==> config.mk <==
export PLATFORM = sky130hd
export DESIGN_NAME = imu_gait_phase_classifier_top_flat
export DESIGN_NICKNAME = d
export VERILOG_FILES = /design/src/sv/gpc_pkg.sv /design/src/sv/gpc_if.sv /design/src/sv/imu_gait_phase_classifier_top.sv /design/src/sv/gpc_track.sv /design/src/sv/gpc_classify.sv /design/src/flat_wrapper.sv
export SDC_FILE = /design/constraint.sdc
export NUM_CORES = 1
export LEC_CHECK = 0
export BUFFER_PORTS_ARGS = -buffer_cell sky130_fd_sc_hd__buf_2
export CAP_MARGIN = 40
export CORE_UTILIZATION = 59
export CTS_CLUSTER_SIZE = 8
export DETAILED_ROUTE_END_ITERATION = 12
export PLACE_DENSITY = 0.78
export SETUP_SLACK_MARGIN = 0.15
export SYNTH_ARGS = -nofsm -noshare
export SYNTH_HDL_FRONTEND = slang
export SYNTH_SLANG_ARGS = --single-unit
export TNS_END_PERCENT = 1
==> constraint.sdc <==
create_clock -name clk -period 6.95 [get_ports clk]
set_input_delay 0.695 -clock clk [delete_from_list [all_inputs] [get_ports clk]]
set_output_delay 0.695 -clock clk [all_outputs]
set_load 0.01 [all_outputs]
==> src/sv/gpc_pkg.sv <==
// ----------------------------------------------------------------------------
// gpc_pkg: shared definitions for the gait phase classifier
// Widths, position codes, leg-status bit codes and the tracker state bundle.
// ----------------------------------------------------------------------------
package gpc_pkg;

  // number of calibration frames
  localparam int CAL_FRAMES = 100;

  localparam int AXIS_W   = 16;
  localparam int POS_W    = 2;
  localparam int STATUS_W = 8;
  localparam int MARGIN_W = AXIS_W - 1;
  localparam int CNT_W    = $clog2(CAL_FRAMES + 1);
  // calibration sums hold CAL_FRAMES signed readings
  localparam int SUM_W    = AXIS_W + $clog2(CAL_FRAMES);
  // CAL_FRAMES * (axis + margin), signed
  localparam int PROD_W   = AXIS_W + 1 + $clog2(CAL_FRAMES + 1);

  // sensor positions; low right ends a frame
  typedef enum logic [POS_W-1:0] {
    POS_HIGH_LEFT  = 2'd0,
    POS_HIGH_RIGHT = 2'd1,
    POS_LOW_LEFT   = 2'd2,
    POS_LOW_RIGHT  = 2'd3
  } pos_t;

  // leg-status bits
  localparam logic [STATUS_W-1:0] ST_RAISED_RIGHT   = 8'b1000_0000;
  localparam logic [STATUS_W-1:0] ST_LOWERED_RIGHT  = 8'b0100_0000;
  localparam logic [STATUS_W-1:0] ST_RAISED_LEFT    = 8'b0010_0000;
  localparam logic [STATUS_W-1:0] ST_LOWERED_LEFT   = 8'b0001_0000;
  localparam logic [STATUS_W-1:0] ST_LEFT_FORWARD   = 8'b0000_1000;
  localparam logic [STATUS_W-1:0] ST_LEFT_BACKWARD  = 8'b0000_0100;
  localparam logic [STATUS_W-1:0] ST_RIGHT_FORWARD  = 8'b0000_0010;
  localparam logic [STATUS_W-1:0] ST_RIGHT_BACKWARD = 8'b0000_0001;

  // classification outcomes
  localparam logic [STATUS_W-1:0] ST_LEFT_STEP  = ST_RAISED_LEFT | ST_LEFT_FORWARD |
                                                  ST_LOWERED_RIGHT | ST_RIGHT_BACKWARD;
  localparam logic [STATUS_W-1:0] ST_RIGHT_STEP = ST_LOWERED_LEFT | ST_LEFT_BACKWARD |
                                                  ST_RAISED_RIGHT | ST_RIGHT_FORWARD;
  localparam logic [STATUS_W-1:0] ST_LEFT_SLIDE = ST_LOWERED_LEFT | ST_LEFT_FORWARD |
                                                  ST_LOWERED_RIGHT | ST_RIGHT_BACKWARD;
  localparam logic [STATUS_W-1:0] ST_RIGHT_SLIDE = ST_LOWERED_LEFT | ST_LEFT_BACKWARD |
                                                   ST_LOWERED_RIGHT | ST_RIGHT_FORWARD;
  localparam logic [STATUS_W-1:0] ST_SQUAT      = ST_LOWERED_LEFT | ST_LOWERED_RIGHT;
  localparam logic [STATUS_W-1:0] ST_NONE       = '0;

  // tracker state seen by the classifier
  typedef struct packed {
    logic [MARGIN_W-1:0]     margin;
    logic signed [SUM_W-1:0] sum_hl;
    logic signed [SUM_W-1:0] sum_hr;
    logic signed [AXIS_W-1:0] hl_y;
    logic signed [AXIS_W-1:0] hr_y;
    logic signed [AXIS_W-1:0] ll_y;
    logic signed [AXIS_W-1:0] lr_y;
    logic signed [AXIS_W-1:0] ll_z;
    logic signed [AXIS_W-1:0] lr_z;
  } gpc_state_t;

endpackage

==> src/sv/gpc_if.sv <==
// ----------------------------------------------------------------------------
// gpc_if: valid/ready channels of the gait phase classifier
// Sensor reading channel and leg-status result channel.
// ----------------------------------------------------------------------------
interface gpc_sensor_if;
  logic                                valid;
  logic                                ready;
  logic [gpc_pkg::POS_W-1:0]           position;
  logic signed [gpc_pkg::AXIS_W-1:0]   acc_x;
  logic signed [gpc_pkg::AXIS_W-1:0]   acc_y;
  logic signed [gpc_pkg::AXIS_W-1:0]   acc_z;

  modport source (output valid, position, acc_x, acc_y, acc_z, input ready);
  modport sink   (input valid, position, acc_x, acc_y, acc_z, output ready);
endinterface

interface gpc_result_if;
  logic                              valid;
  logic                              ready;
  logic [gpc_pkg::STATUS_W-1:0]      leg_status;
  logic                              calibrated;

  modport source (output valid, leg_status, calibrated, input ready);
  modport sink   (input valid, leg_status, calibrated, output ready);
endinterface

==> src/sv/imu_gait_phase_classifier_top.sv <==
// ----------------------------------------------------------------------------
// imu_gait_phase_classifier_top: four-sensor gait phase classifier
// Takes one leg accelerometer reading per item and gives one leg-status
// result per frame end (low-right reading).
// ----------------------------------------------------------------------------
// The block accepts one reading per clock cycle. A reading updates the axis
// latches and calibration state at the edge that accepts it; a frame-end
// reading sets a pending flag, and the classifier works from the updated
// state into the result register once that register is free; result valid
// rises with that write. The first CAL_FRAMES frames give results with
// leg_status 0 and calibrated 0. Input ready drops only while a frame result
// is pending and the result register is still held by the sink; with the sink
// always ready, throughput is one reading per cycle.
module imu_gait_phase_classifier_top (
  input  logic          clk,
  input  logic          rst,
  gpc_sensor_if.sink    sensor,
  gpc_result_if.source  result
);
  import gpc_pkg::*;

  logic                accept;
  logic                calibrating;
  logic [CNT_W-1:0]    frame_count;
  gpc_state_t          state;
  logic [STATUS_W-1:0] status;
  logic                pend;
  logic                pend_cal;
  logic                out_valid;
  logic                out_free;
  logic [STATUS_W-1:0] leg_status;
  logic                calibrated;

  assign out_free     = !out_valid || result.ready;
  assign sensor.ready = !pend || out_free;
  assign accept       = sensor.valid && sensor.ready;

  gpc_track u_track (
    .clk         (clk),
    .rst         (rst),
    .accept      (accept),
    .position    (sensor.position),
    .acc_x       (sensor.acc_x),
    .acc_y       (sensor.acc_y),
    .acc_z       (sensor.acc_z),
    .calibrating (calibrating),
    .frame_count (frame_count),
    .state       (state)
  );

  gpc_classify u_classify (
    .state  (state),
    .status (status)
  );

  // pending frame end and result register control
  always_ff @(posedge clk) begin
    if (rst) begin
      pend      <= 1'b0;
      out_valid <= 1'b0;
    end else begin
      if (out_free) begin
        out_valid <= pend;
      end
      if (accept) begin
        pend <= (sensor.position == POS_LOW_RIGHT);
      end else if (out_free) begin
        pend <= 1'b0;
      end
    end
  end

  // pending payload and result payload
  always_ff @(posedge clk) begin
    if (accept) begin
      pend_cal <= !calibrating;
    end
    if (out_free && pend) begin
      leg_status <= pend_cal ? status : ST_NONE;
      calibrated <= pend_cal;
    end
  end

  assign result.valid      = out_valid;
  assign result.leg_status = leg_status;
  assign result.calibrated = calibrated;

`ifndef ASSERT_OFF
  // calibration frame results carry no status
  a_cal_zero: assert property (@(posedge clk) disable iff (rst)
    (out_valid && !calibrated) |-> (leg_status == ST_NONE))
    else $error("calibration result with nonzero status");

  // status is one of the six classification outcomes
  a_status_code: assert property (@(posedge clk) disable iff (rst)
    out_valid |-> (leg_status == ST_LEFT_STEP || leg_status == ST_RIGHT_STEP ||
                   leg_status == ST_LEFT_SLIDE || leg_status == ST_RIGHT_SLIDE ||
                   leg_status == ST_SQUAT || leg_status == ST_NONE))
    else $error("unknown leg status code");

  // frame counter saturates at the calibration length
  a_count_sat: assert property (@(posedge clk) disable iff (rst)
    frame_count <= CNT_W'(CAL_FRAMES))
    else $error("frame count beyond calibration length");

  // a pending frame end is never overwritten while the result is stalled
  a_no_overrun: assert property (@(posedge clk) disable iff (rst)
    (pend && out_valid && !result.ready) |=> pend)
    else $error("pending frame result lost");
`endif
endmodule

==> src/sv/gpc_track.sv <==
// ----------------------------------------------------------------------------
// gpc_track: per-item state update
// Latches the newest axes per position, and during calibration raises the
// noise margin, accumulates the high vertical sums and counts frames.
// ----------------------------------------------------------------------------
module gpc_track (
  input  logic                               clk,
  input  logic                               rst,
  input  logic                               accept,
  input  logic [gpc_pkg::POS_W-1:0]          position,
  input  logic signed [gpc_pkg::AXIS_W-1:0]  acc_x,
  input  logic signed [gpc_pkg::AXIS_W-1:0]  acc_y,
  input  logic signed [gpc_pkg::AXIS_W-1:0]  acc_z,
  output logic                               calibrating,
  output logic [gpc_pkg::CNT_W-1:0]          frame_count,
  output gpc_pkg::gpc_state_t                state
);
  import gpc_pkg::*;

  logic [MARGIN_W-1:0]      margin;
  logic [MARGIN_W-1:0]      margin_next;
  logic signed [SUM_W-1:0]  sum_hl;
  logic signed [SUM_W-1:0]  sum_hr;
  logic signed [AXIS_W-1:0] hl_y, hr_y, ll_y, lr_y, ll_z, lr_z;
  logic signed [AXIS_W-1:0] max_xy;
  logic signed [AXIS_W-1:0] max_xyz;
  logic signed [SUM_W-1:0]  y_ext;

  assign calibrating = (frame_count < CNT_W'(CAL_FRAMES));
  assign y_ext       = SUM_W'(acc_y);

  // largest of the three axes; margin only rises
  always_comb begin
    max_xy      = (acc_x > acc_y) ? acc_x : acc_y;
    max_xyz     = (max_xy > acc_z) ? max_xy : acc_z;
    margin_next = margin;
    if (max_xyz > $signed({1'b0, margin})) begin
      margin_next = max_xyz[MARGIN_W-1:0];
    end
  end

  // control and calibration state
  always_ff @(posedge clk) begin
    if (rst) begin
      frame_count <= '0;
      margin      <= '0;
      sum_hl      <= '0;
      sum_hr      <= '0;
    end else if (accept && calibrating) begin
      margin <= margin_next;
      if (position == POS_HIGH_LEFT) begin
        sum_hl <= sum_hl + y_ext;
      end
      if (position == POS_HIGH_RIGHT) begin
        sum_hr <= sum_hr + y_ext;
      end
      if (position == POS_LOW_RIGHT) begin
        frame_count <= frame_count + 1'b1;
      end
    end
  end

  // axis latches, no reset
  always_ff @(posedge clk) begin
    if (accept) begin
      unique case (position)
        POS_HIGH_LEFT:  hl_y <= acc_y;
        POS_HIGH_RIGHT: hr_y <= acc_y;
        POS_LOW_LEFT: begin
          ll_y <= acc_y;
          ll_z <= acc_z;
        end
        POS_LOW_RIGHT: begin
          lr_y <= acc_y;
          lr_z <= acc_z;
        end
        default: ;
      endcase
    end
  end

  assign state = '{margin: margin, sum_hl: sum_hl, sum_hr: sum_hr,
                   hl_y: hl_y, hr_y: hr_y, ll_y: ll_y, lr_y: lr_y,
                   ll_z: ll_z, lr_z: lr_z};
endmodule

==> src/sv/gpc_classify.sv <==
// ----------------------------------------------------------------------------
// gpc_classify: frame classification
// Five prioritized margin comparisons on the latched vertical and forward
// axes; the squat test compares against the calibration averages exactly.
// ----------------------------------------------------------------------------
module gpc_classify (
  input  gpc_pkg::gpc_state_t             state,
  output logic [gpc_pkg::STATUS_W-1:0]    status
);
  import gpc_pkg::*;

  localparam int CMP_W = AXIS_W + 1;
  localparam logic signed [PROD_W-1:0] CalN = PROD_W'(CAL_FRAMES);

  logic signed [CMP_W-1:0]  m;
  logic signed [CMP_W-1:0]  hl, hr, ll, lr, llz, lrz;
  logic signed [CMP_W-1:0]  hl_m, hr_m, ll_m, lr_m, llz_m, lrz_m;
  logic signed [PROD_W-1:0] hl_scaled, hr_scaled;
  logic signed [PROD_W-1:0] sum_hl, sum_hr;

  // axis plus margin, one bit of headroom
  always_comb begin
    m     = $signed({2'b00, state.margin});
    hl    = CMP_W'(state.hl_y);
    hr    = CMP_W'(state.hr_y);
    ll    = CMP_W'(state.ll_y);
    lr    = CMP_W'(state.lr_y);
    llz   = CMP_W'(state.ll_z);
    lrz   = CMP_W'(state.lr_z);
    hl_m  = hl + m;
    hr_m  = hr + m;
    ll_m  = ll + m;
    lr_m  = lr + m;
    llz_m = llz + m;
    lrz_m = lrz + m;
    // x < sum/N - m  <=>  N*(x+m) < sum
    hl_scaled = PROD_W'(hl_m) * CalN;
    hr_scaled = PROD_W'(hr_m) * CalN;
    sum_hl    = PROD_W'(state.sum_hl);
    sum_hr    = PROD_W'(state.sum_hr);
  end

  // first match wins
  always_comb begin
    priority if (hl > hr_m && ll > lr_m) begin
      status = ST_LEFT_STEP;
    end else if (hr > hl_m && lr > ll_m) begin
      status = ST_RIGHT_STEP;
    end else if (hl < hr_m && llz > lrz_m) begin
      status = ST_LEFT_SLIDE;
    end else if (hr < hl_m && lrz > llz_m) begin
      status = ST_RIGHT_SLIDE;
    end else if (hr_scaled < sum_hr && hl_scaled < sum_hl) begin
      status = ST_SQUAT;
    end else begin
      status = ST_NONE;
    end
  end
endmodule

==> src/flat_wrapper.sv <==
// flat-port wrapper written by rule: the top's interface ports become plain ports
module imu_gait_phase_classifier_top_flat import gpc_pkg::*;
  (clk, rst, sensor_valid, sensor_position, sensor_acc_x, sensor_acc_y, sensor_acc_z, sensor_ready, result_valid, result_leg_status, result_calibrated, result_ready);
  gpc_sensor_if sensor_i ();
  gpc_result_if result_i ();
  input  logic clk;
  input  logic rst;
  input wire logic [$bits(sensor_i.valid)-1:0] sensor_valid;
  input wire logic [$bits(sensor_i.position)-1:0] sensor_position;
  input wire logic [$bits(sensor_i.acc_x)-1:0] sensor_acc_x;
  input wire logic [$bits(sensor_i.acc_y)-1:0] sensor_acc_y;
  input wire logic [$bits(sensor_i.acc_z)-1:0] sensor_acc_z;
  output wire logic [$bits(sensor_i.ready)-1:0] sensor_ready;
  output wire logic [$bits(result_i.valid)-1:0] result_valid;
  output wire logic [$bits(result_i.leg_status)-1:0] result_leg_status;
  output wire logic [$bits(result_i.calibrated)-1:0] result_calibrated;
  input wire logic [$bits(result_i.ready)-1:0] result_ready;
  assign sensor_i.valid = sensor_valid;
  assign sensor_i.position = sensor_position;
  assign sensor_i.acc_x = sensor_acc_x;
  assign sensor_i.acc_y = sensor_acc_y;
  assign sensor_i.acc_z = sensor_acc_z;
  assign sensor_ready = sensor_i.ready;
  assign result_valid = result_i.valid;
  assign result_leg_status = result_i.leg_status;
  assign result_calibrated = result_i.calibrated;
  assign result_i.ready = result_ready;
  imu_gait_phase_classifier_top u_core (.clk(clk), .rst(rst), .sensor(sensor_i), .result(result_i));
endmodule
### Word-level counts from Yosys, hierarchy flattened

Cells that the tools add are included.

| storage, ports and cells | value |
|---|---|
| bits in registers | 176 |
| bits of input ports | 54 |
| output and inout port bits | 11 |
| word-level logic and storage cells | 78 |

| cells by class | value |
|---|---|
| add/subtract/negate cells | 9 |
| $mul | 2 |
| magnitude comparators | 14 |
| equal/unequal tests | 3 |
| mux-type cells | 9 |
| bitwise gates (word level) | 1 |
| reductions and logical operators | 24 |

Operators by type and width:

| cell | number |
|---|---|
| adder 16 x 16 -> 17 bit | 6 |
| > comparator 16 x 17 -> 1 bit | 6 |
| > comparator 16 bit | 3 |
| less-than comparator 24 x 23 -> 1 bit | 2 |
| adder 23 x 16 -> 23 bit | 2 |
| multiplier 17 x 6 -> 22 bit, second input constant | 2 |
| less-than comparator 16 x 17 -> 1 bit | 2 |
| 2-to-1 mux 16 bit | 2 |
| 2-to-1 mux 7 bit | 4 |
| AND reduction 2 bit | 8 |
| logical AND 1 bit | 8 |
| 2-to-1 mux 8 bit | 1 |
| adder 7 x 1 -> 7 bit, second input constant | 1 |
| less-than comparator 7 bit, second input constant | 1 |
| equality test 2 bit, second input constant | 2 |
| zero test 1 bit | 3 |
| equality test 2 x 1 -> 1 bit, second input constant | 1 |
| zero test 2 bit | 1 |
| logical OR 1 bit | 2 |
| 2-to-1 mux 1 bit | 2 |
| nonzero test 2 bit | 1 |
| OR reduction 2 bit | 1 |
| NOT 1 bit | 1 |

### Logic depth before layout (Yosys ltp)

Gate-level depths: netlist of the first run.

| logic depth | value |
|---|---|
| depth after elaboration | 9 |
| depth in mapped cells | 37 |
| gate-level depth less buffers | 34 |

### Cells and area by module

Synthesis of the first run repeated with hierarchy kept, for this count alone.

| second synthesis, totals | value |
|---|---|
| cell total of the unflattened synthesis | 2241 |
| area, all modules | 20298.2 µm² |

Modules (own cells, without submodules):

| module | times used | cells each | area an instance (µm²) |
|---|---|---|---|
| gpc_classify | 1 | 1356 | 10852.9 |
| gpc_track | 1 | 856 | 8991.1 |
| imu_gait_phase_classifier_top | 1 | 29 | 454.2 |

### Worst setup path after synthesis of the first run

No wires, ideal clock.

| timing | value |
|---|---|
| kind | input to register |
| from | input port sensor_acc_y[1] |
| to | register u_core.u_track.margin[10] |
| setup time | 132 ps |
| arrival | 7376 ps |
| setup slack | -558 ps |
| stages | 37 |
| path buffers | 5 |
| cell sequence | inv_1 ha_1 nor2b_1 o21a_1 o21ai_1 a211o_1 o21ai_1 a21oi_1 a221oi_2 clkbuf_1 mux2_2 ha_1 a21oi_1 nor2b_1 o21ai_0 a21oi_1 a211o_1 a31oi_1 mux2i_1 a41o_1 clkbuf_1 clkbuf_1 mux2_2 ha_1 nor2b_1 o21a_1 o21a_1 o21a_1 o21a_1 o21a_1 o21ai_0 nand3b_1 and2_1 clkbuf_1 clkbuf_1 nand3_1 a21oi_1 |

| between the ends | value |
|---|---|
| word-level cells in the longest chain between the ends | 6 |

RTL lines:

| what | line | text |
|---|---|---|
| start: declaration | flat_wrapper.sv:11 | `input wire logic [$bits(sensor_i.acc_y)-1:0] sensor_acc_y;` |
| > comparator 16 bit | gpc_track.sv:34 | `max_xy = (acc_x > acc_y) ? acc_x : acc_y;` |
| 2-to-1 mux 16 bit (*) | gpc_track.sv:34 |  |
| > comparator 16 bit | gpc_track.sv:35 | `max_xyz = (max_xy > acc_z) ? max_xy : acc_z;` |
| 2-to-1 mux 16 bit (*) | gpc_track.sv:35 |  |
| via u_core.u_track.max_xyz[1] | gpc_track.sv:26 | `logic signed [AXIS_W-1:0] max_xyz;` |
| > comparator 16 bit (*) | gpc_track.sv:37 | `if (max_xyz > $signed({1'b0, margin})) begin` |
| AND reduction 2 bit (no source line) (*) | n/a |  |
| end signal: assignment | gpc_track.sv:50 | `margin <= margin_next;` |
| end: declaration | gpc_track.sv:20 | `logic [MARGIN_W-1:0] margin;` |

The timed path passes the listed nets; every way through them passes the cells marked *.
A chain may end at the register's enable or synchronous reset.

### Worst setup path after layout of the first run

| timing | value |
|---|---|
| from | register u_core.u_track.hr_y[3] |
| to | register u_core.leg_status[6], in the netlist u_core.result.leg_status[6] (data pin) |

| between the ends | value |
|---|---|
| word-level cells in the longest chain between the ends | 9 |
| elaborated cells on any way between the ends | 17 |
| classes of those cells | add/sub (1); mul (1); order compare (5); mux (5); reduce/logical (5) |

RTL lines:

| what | line | text |
|---|---|---|
| start: declaration | gpc_track.sv:24 | `logic signed [AXIS_W-1:0] hl_y, hr_y, ll_y, lr_y, ll_z, lr_z;` |
| start signal: assignment | gpc_track.sv:68 | `POS_HIGH_RIGHT: hr_y <= acc_y;` |
| adder 16 x 16 -> 17 bit | gpc_classify.sv:31 | `hr_m = hr + m;` |
| multiplier 17 x 6 -> 22 bit | gpc_classify.sv:38 | `hr_scaled = PROD_W'(hr_m) * CalN;` |
| less-than comparator 24 x 23 -> 1 bit | gpc_classify.sv:53 | `end else if (hr_scaled < sum_hr && hl_scaled < sum_hl) begin` |
| logical AND 1 bit | gpc_classify.sv:53 |  |
| 2-to-1 mux 7 bit | gpc_classify.sv:53 |  |
| 2-to-1 mux 7 bit | gpc_classify.sv:51 | `end else if (hr < hl_m && lrz > llz_m) begin` |
| 2-to-1 mux 7 bit | gpc_classify.sv:49 | `end else if (hl < hr_m && llz > lrz_m) begin` |
| 2-to-1 mux 8 bit | gpc_classify.sv:47 | `end else if (hr > hl_m && lr > ll_m) begin` |
| 2-to-1 mux 7 bit (*) | gpc_classify.sv:45 | `priority if (hl > hr_m && ll > lr_m) begin` |
| end signal: assignment | imu_gait_phase_classifier_top.sv:79 | `leg_status <= pend_cal ? status : ST_NONE;` |
| end: declaration | imu_gait_phase_classifier_top.sv:31 | `logic [STATUS_W-1:0] leg_status;` |

Mark *: on every way between the ends. The rest lies on a longest branch, timed or not.

==> summary.md, run 1 <==
| Metric | Value |
|---|---|
| Netlist cell types | 96 |
| Seq/Total Area, Yosys | 22.40% |
| Synthesis-to-layout area growth | 11.79% |
| Crit path required time | 7150 ps |
| Hold/Removal Path Class | flop to flop |
| Synth Net Count | 2763 |
| Worst Path Arrival | 6730 ps |
| Commonest cells after routing, fill and taps aside | ha_1 (415), inv_1 (212), a21oi_1 (180) |
| Number of synthesized register bits | 174 |
| Hold Buf Count CTS | 0 |
| Avg Cell Area, Syn | about 8.9 um2 |
| Commonest non-fill, non-tap cell in the layout | ha_1 |
| Global route overflow | 0 |
| Max Cap Viol | 0 |
| Post-synth top flop | edfxtp_1 |
| Final setup vio count | 0 |
| GP Congestion | 0.9723 |
| Die ar. | 34970 um2 |
| Largest net degree at the start of global routing | 73 |
| Post-synth top area cell | ha_1 |
| Final Hold Fails | 0 |
| Initial Util | 60.08% |
| Worst-path clk slew | ~80 ps |
| Design area | between 20000 and 25000 um2 |
| Wirelength, routed | 58290 um |
| Final clock skew | between 8 and 9 ps |
| Critical path's slowest cell | fa_1 |
| CTS Root Cell | clkbuf_16 |
| Post-route minimum period | 6531 ps |
| YS warnings | 0 |
| Placeable Area | 33620 um2 |
| CTS tree | yes |
| Post-route clock period utilization | 93.97% |
| PwrDens | 408.8 nW/um2 |
| Worst IR Drop VDD | 0.0005445 V |
| DRT Pass-1 Iters | 6 |
| Final nets | approximately 2900 |
| Leakage | 10.59 nW |
| Fin cells | 2858 |
| CTS buffer count | 17 |
| Die Y | 187.0 um |
| Antenna violation net count after detailed routing | 0 |
| EDFF count, synth | around 100 |
| FFs w/ async S/R, synth | 0% |
| Io pins | 65 |
| CP Launch Type | flop |
| Unrepaired setup endpoints after global routing | true |
| FILL cells | 2696 |
| Max-slew violations | 0 |
| Crit Path Category | flop to flop |
| Share of cells above drive strength 1 | 14.00% |
| Critical path buffer and inverter count | 3 |
| Max Fclk | roughly 0.15 GHz |
| DP HPWL | 45530 um |
| Global Route Usage Sum | 33.27% |
| CTS Sinks | 174 |
| Clock Latency Late Sink | approximately 470 ps |
| Overall power | 9.229 mW |
| Slew at the pin closest to its max-slew limit | 893.0 ps |
| Clock buffer depth | 2 |
| H-tree depth | 4 |
| Dpl cells | 2808 |
| Row cnt | 67 |
| DRC viols | 0 |
| Largest stage delay on the critical path | about 540 ps |
| Die Wd | 187.0 um |
| Yosys top cell area share | 26.52% |
| Synth top area cells | ha_1 (27%), edfxtp_1 (15%), dfxtp_1 (6.9%) |
| CP delay by family, top | adder cells |
| Maximum net fanout on the critical path | 7 |
| R2R Setup Slk | 420 ps |
| Syn Inst Count | 2261 |
| Initial antenna violation count | 1 |
| Port-buffer cells | 64 |
| Via density per instance | 6.206 |
| Wire per inst | 20.40 um |
| Dpl cell area | 21550 um2 |
| Vias in the first global route | 17540 |
| Vias | 17740 |
| Synthesized cell area | 20200 um2 |
| Critical path capture point type | flop |
| CP most frequent cell | ha_1 |
| Slew HR | 40.47% |
| First-pass GRT wire length | about 92000 um |
| First DRT Iteration DRCs | ~1500 |
| Status | completed |
cells in the mapped netlist, drive strengths merged, types with 13 or more instances:
library cell,count
ha,428
inv,216
a21oi,200
nand2,137
nor2,115
xnor2,112
edfxtp,104
a21o,95
o21ai,89
dfxtp,70
nand3,62
xor2,59
nor3,43
nand2b,42
clkbuf,34
mux2,34
o21bai,34
o21a,30
nor2b,29
nand4,28
a211oi,22
and3,21
fa,20
o211ai,19
a31oi,18
a211o,14
or3,13
metrics by stage:
| step | hold WS (ps) | utilization, % | TNS (ps) | setup WS, ps |
|---|---|---|---|---|
| finish | 479.6 | 67.16 | 0 | 418.8 |
| floorplan | 437.1 | - | 0 | 157.0 |
| detailed placement | 465.8 | 64.11 | -81.49 | -66.28 |
| global route | 480.9 | 67.14 | 0 | 52.80 |
| CTS | 471.8 | 66.05 | 0 | 158.0 |
| global placement | 455.9 | 64.04 | 0 | 109.5 |
layout make-up:
type                    count  area (um2)  area share (%)
flip-flops and latches    174        4529           20.06
well taps                 448       560.5           2.483
clock inverters            15       171.4          0.7593
repair buffers            156        1056           4.677
inverters                 216       810.8           3.591
multi-input cells        1829       15020           66.51
diodes                      3       7.507         0.03325
clock buffers              17       425.4           1.884
state kept, by name, summed over array words and instances (netlist names), 6 cells and up:
signal                      count
u_core.u_track.frame_count      7
u_core.u_track.hl_y            16
u_core.u_track.margin          15
u_core.u_track.lr_z            16
u_core.u_track.ll_z            16
u_core.u_track.ll_y            16
u_core.u_track.hr_y            16
u_core.result.leg_status        6
u_core.u_track.sum_hl          23
u_core.u_track.sum_hr          23
u_core.u_track.lr_y            16
cell families after synthesis:
kind of cell               Yosys count  share of synthesized area, %
adders and majority gates          452                         28.70
buffers and inverters              258                         4.932
AOI/OAI and AO/OA                  601                         19.58
DFF                                174                         22.40
xor gates and xnor gates           173                         7.788
and+or+nand+nor                    560                         14.18
muxes                               43                         2.422
metal layers:
metal | global-route usage (%) | vias up | wire length (um)
li1 | - | 8552 | -
met1 | 44.24 | 8407 | 25750
met2 | 54.85 | 643 | 26570
met3 | 4.559 | 134 | 3985
met4 | 12.58 | 2 | 1975
met5 | 0 | - | 13
where the power goes:
| group | internal [mW] | switching (mW) |
|---|---|---|
| sequential | 1.15 | 0.0647 |
| clock | 0.483 | 0.511 |
| combinational | 3.27 | 3.75 |
worst register-to-register path, delay by kind of cell (launching register included):
family / cells / cell delay (ps)
adder cells (fa/ha/maj): 5 / 1890
AO/OA/AOI/OAI: 12 / 1660
AND/OR/NAND/NOR: 7 / 1620
flip-flops: 1 / 470
XOR/XNOR: 2 / 330
buffers and inverters: 3 / 300
timing repair:
item,in CTS,in global routing
pin swaps,3,18
cloned,0,0
endpoints found under the setup margin,2,17
gates resized for setup,11,70
buffers inserted,3,12
endpoints found under the hold margin,0,0
path summary, 6_finish.rpt:
path	from	endpoint	depth (start not counted)
setup / recovery	u_core.u_track.hr_y[3]	u_core.result.leg_status[6]	29
hold / removal	u_core.u_track.sum_hr[16]	u_core.u_track.sum_hr[16]	2
setup reg to reg	u_core.u_track.hr_y[3]	u_core.result.leg_status[6]	29
hold reg to reg	u_core.u_track.sum_hr[16]	u_core.u_track.sum_hr[16]	2
Power figures use the tool's default switching activity.
==> run 2: changes to the inputs <==
--- a/config.mk
+++ b/config.mk
@@ -5,8 +5,10 @@
 export SDC_FILE = /design/constraint.sdc
 export NUM_CORES = 1
 export LEC_CHECK = 0
+export ABC_AREA = 1
 export BUFFER_PORTS_ARGS = -buffer_cell sky130_fd_sc_hd__buf_2
 export CAP_MARGIN = 40
+export CORE_MARGIN = 1.5
 export CORE_UTILIZATION = 59
 export CTS_CLUSTER_SIZE = 8
 export DETAILED_ROUTE_END_ITERATION = 12
==> summary.md, run 2 <==
| Metric | Value |
|---|---|
| Seq/Total Area, Yosys | 21.77% (-0.64 points) |
| Critical path capture point type | flop |
| Clock Latency Late Sink | 470 ps (about the same) |
| Post-synth top flop | edfxtp_1 |
| Avg Cell Area, Syn | 7.586 um2 (-15%) |
| Critical path's slowest cell | fa_1 |
| Via density per instance | 5.814 (-6.3%) |
| Commonest cells after routing, fill and taps aside | nand2_1 (469), inv_1 (440), ha_1 (423) |
| DRC viols | 0 (unchanged) |
| Die Wd | 190.7 um (+2.0%) |
| Initial Util | 60.02% (about the same) |
| Number of synthesized register bits | 174 (unchanged) |
| FFs w/ async S/R, synth | 0% (unchanged) |
| CTS Root Cell | clkbuf_16 |
| DRT Pass-1 Iters | 8 (+2) |
| Slew HR | 44.82% (+4.4 points) |
| YS warnings | 0 (unchanged) |
| H-tree depth | 4 (unchanged) |
| Area of the multi-input gates | 14640 um2 (-2.5%) |
| Maximum net fanout on the critical path | 4 (-3) |
| Synthesized cell area | 20780 um2 (+2.9%) |
| Vias | 19250 (+8.5%) |
| First-pass GRT wire length | 97050 um (+6.0%) |
| Global route overflow | 0 (unchanged) |
| DP HPWL | 49600 um (+8.9%) |
| Die ar. | 36360 um2 (+4.0%) |
| Max Cap Viol | 0 (unchanged) |
| Final Hold Fails | 0 (unchanged) |
| Clock buffer depth | 2 (unchanged) |
| Max-slew violations | 0 (unchanged) |
| Unrepaired setup endpoints after global routing | false |
| Vias in the first global route | 18930 (+7.9%) |
| Yosys top cell area share | 25.76% (-0.75 points) |
| Io pins | 65 (unchanged) |
| CTS tree | yes |
| GP Congestion | 0.9939 (+2.2%) |
| Final setup vio count | 0 (unchanged) |
| Synth Net Count | 3242 (+17%) |
| Syn Inst Count | 2740 (+21%) |
| CP Launch Type | flop |
| CTS Sinks | 174 (unchanged) |
| Top post-synthesis cells by count | nand2_1 (471), inv_1 (440), ha_1 (428) |
| Most instantiated library cell after synthesis | nand2_1 |
| Largest net degree at the start of global routing | 34 (-53%) |
| Netlist cell types | 54 (-44%) |
| Global Route Usage Sum | 34.37% (+1.1 points) |
| Die Y | 190.7 um (+2.0%) |
| Crit path required time | 7300 ps (+150 ps) |
| Post-synth top area cell | ha_1 |
| Final clock skew | 16.91 ps (+8.286 ps) |
| Hold slack | 444.7 ps (-34.98 ps) |
| Hold/Removal Path Class | input port to flop |
| First DRT Iteration DRCs | 1285 (-12%) |
| Placeable Area | 34630 um2 (+3.0%) |
| Wirelength, routed | 61430 um (+5.4%) |
| Fin cells | 3311 (+16%) |
| Antenna violation net count after detailed routing | 0 (unchanged) |
| Port-buffer cells | 64 (unchanged) |
| Final nets | 3344 (+15%) |
| Worst Path Arrival | 6720 ps (about the same) |
| Initial antenna violation count | 3 (+2) |
| Crit Path Category | flop to flop |
| Final setup TNS | 0 ps (unchanged) |
| Commonest non-fill, non-tap cell in the layout | nand2_1 |
| CTS buffer count | 17 (unchanged) |
| FILL cells | 2974 (+10%) |
| Largest regs | u_core.u_track.sum_hl: 23 flops, u_core.u_track.sum_hr: 23 flops |
| Synth top area cells | ha_1 (26%), edfxtp_1 (15%), nand2_1 (8.5%) |
| Worst-path clk slew | 80 ps (about the same) |
| Wire per inst | 18.55 um (-9.0%) |
| Post-route minimum period | 6368 ps (-162.8 ps) |
| EDFF count, synth | 104 (unchanged) |
| Share of cells above drive strength 1 | 9.247% (-4.8 points) |
| Max Fclk | 0.1570 GHz (+2.6%) |
| Dpl cells | 3274 (+17%) |
| Status | completed |
| CP most frequent cell | nand2_1 |
| Synthesis-to-layout area growth | 9.144% |
| Largest stage delay on the critical path | 430 ps (-110 ps) |
| Row cnt | 68 (+1.5%) |
| Post-route clock period utilization | 91.63% (-2.3 points) |
| Slew at the pin closest to its max-slew limit | 826.7 ps (-66.22 ps) |
| Register Area | 4526 um2 (about the same) |
-- run 2: cells by family (layout without fill, tap and decap cells) --
group,count (synthesis),after routing,share of synthesized area (%)
AO/OA/AOI/OAI,579,579,15.42
buffers and inverters,478,593,8.717
AND/OR/NAND/NOR,899,899,19.37
multiplexers,3,3,0.1625
adder cells (fa/ha/maj),448,448,27.69
other,0,1,0
flip-flops,174,174,21.77
XOR/XNOR,159,159,6.869
-- run 2: metal layers --
| metal | routed length, um | track usage (%) | vias to the layer above | part of all wire (%) |
|---|---|---|---|---|
| met4 | 2981 | 15.57 | 0 | 4.9 |
| met3 | 3858 | 5.594 | 153 | 6.3 |
| met2 | 28880 | 59.45 | 641 | 47 |
| met5 | 0 | 0 | - | 0 |
| met1 | 25710 | 41.75 | 8960 | 42 |
| li1 | - | - | 9497 | - |
-- run 2: what timing repair did --
| action | in CTS | in global routing |
|---|---|---|
| hold buffers | 0 | 0 |
| setup endpoints to repair | 0 | 2 |
| buffers inserted | 0 | 4 |
| gates resized for setup | 0 | 35 |
-- run 2: path summary, 6_finish.rpt --
| kind | start | end | slack, ps | depth (start not counted) |
|---|---|---|---|---|
| setup / recovery | u_core.u_track.hl_y[0] | u_core.result.leg_status[6] | 580 | 39 |
| hold / removal | sensor_acc_z[2] | u_core.u_track.ll_z[2] | 440 | 1 |
| setup reg to reg | u_core.u_track.hl_y[0] | u_core.result.leg_status[6] | 580 | 39 |
| hold reg to reg | u_core.u_track.frame_count[6] | u_core.u_track.frame_count[6] | 460 | 2 |
-- run 2: critical path: cells and delay by family, from the launching register on --
family | cells | cell delay (ps)
xor+xnor | 4 | 700
flops | 1 | 360
buf+inv | 6 | 510
fa+ha+maj | 7 | 2120
compound gates | 8 | 1130
simple gates | 14 | 1470
-- run 2: layout make-up --
type                    count  area share (%)
diodes                      1         0.01103
inverters                 452           7.479
flip-flops and latches    174           19.95
well taps                 455           2.510
repair buffers            109           2.973
clock buffers              17           1.875
clock inverters            15          0.6839
multi-input cells        2088           64.52
-- run 2: metrics by stage --
step           setup slack [ps]  utilization, %  instance area, um2
2_1_floorplan             971.4               -               20780
3_3_place_gp              646.6           63.24               21900
3_5_place_dp              426.7           63.24               21900
4_1_cts                   353.3           64.92               22480
5_1_grt                   116.8           65.50               22680
6_report                  581.6           65.51               22690
Power of run 2 is not shown: default switching activity piles up to over one toggle a cycle in this logic, so the estimate is an artifact.
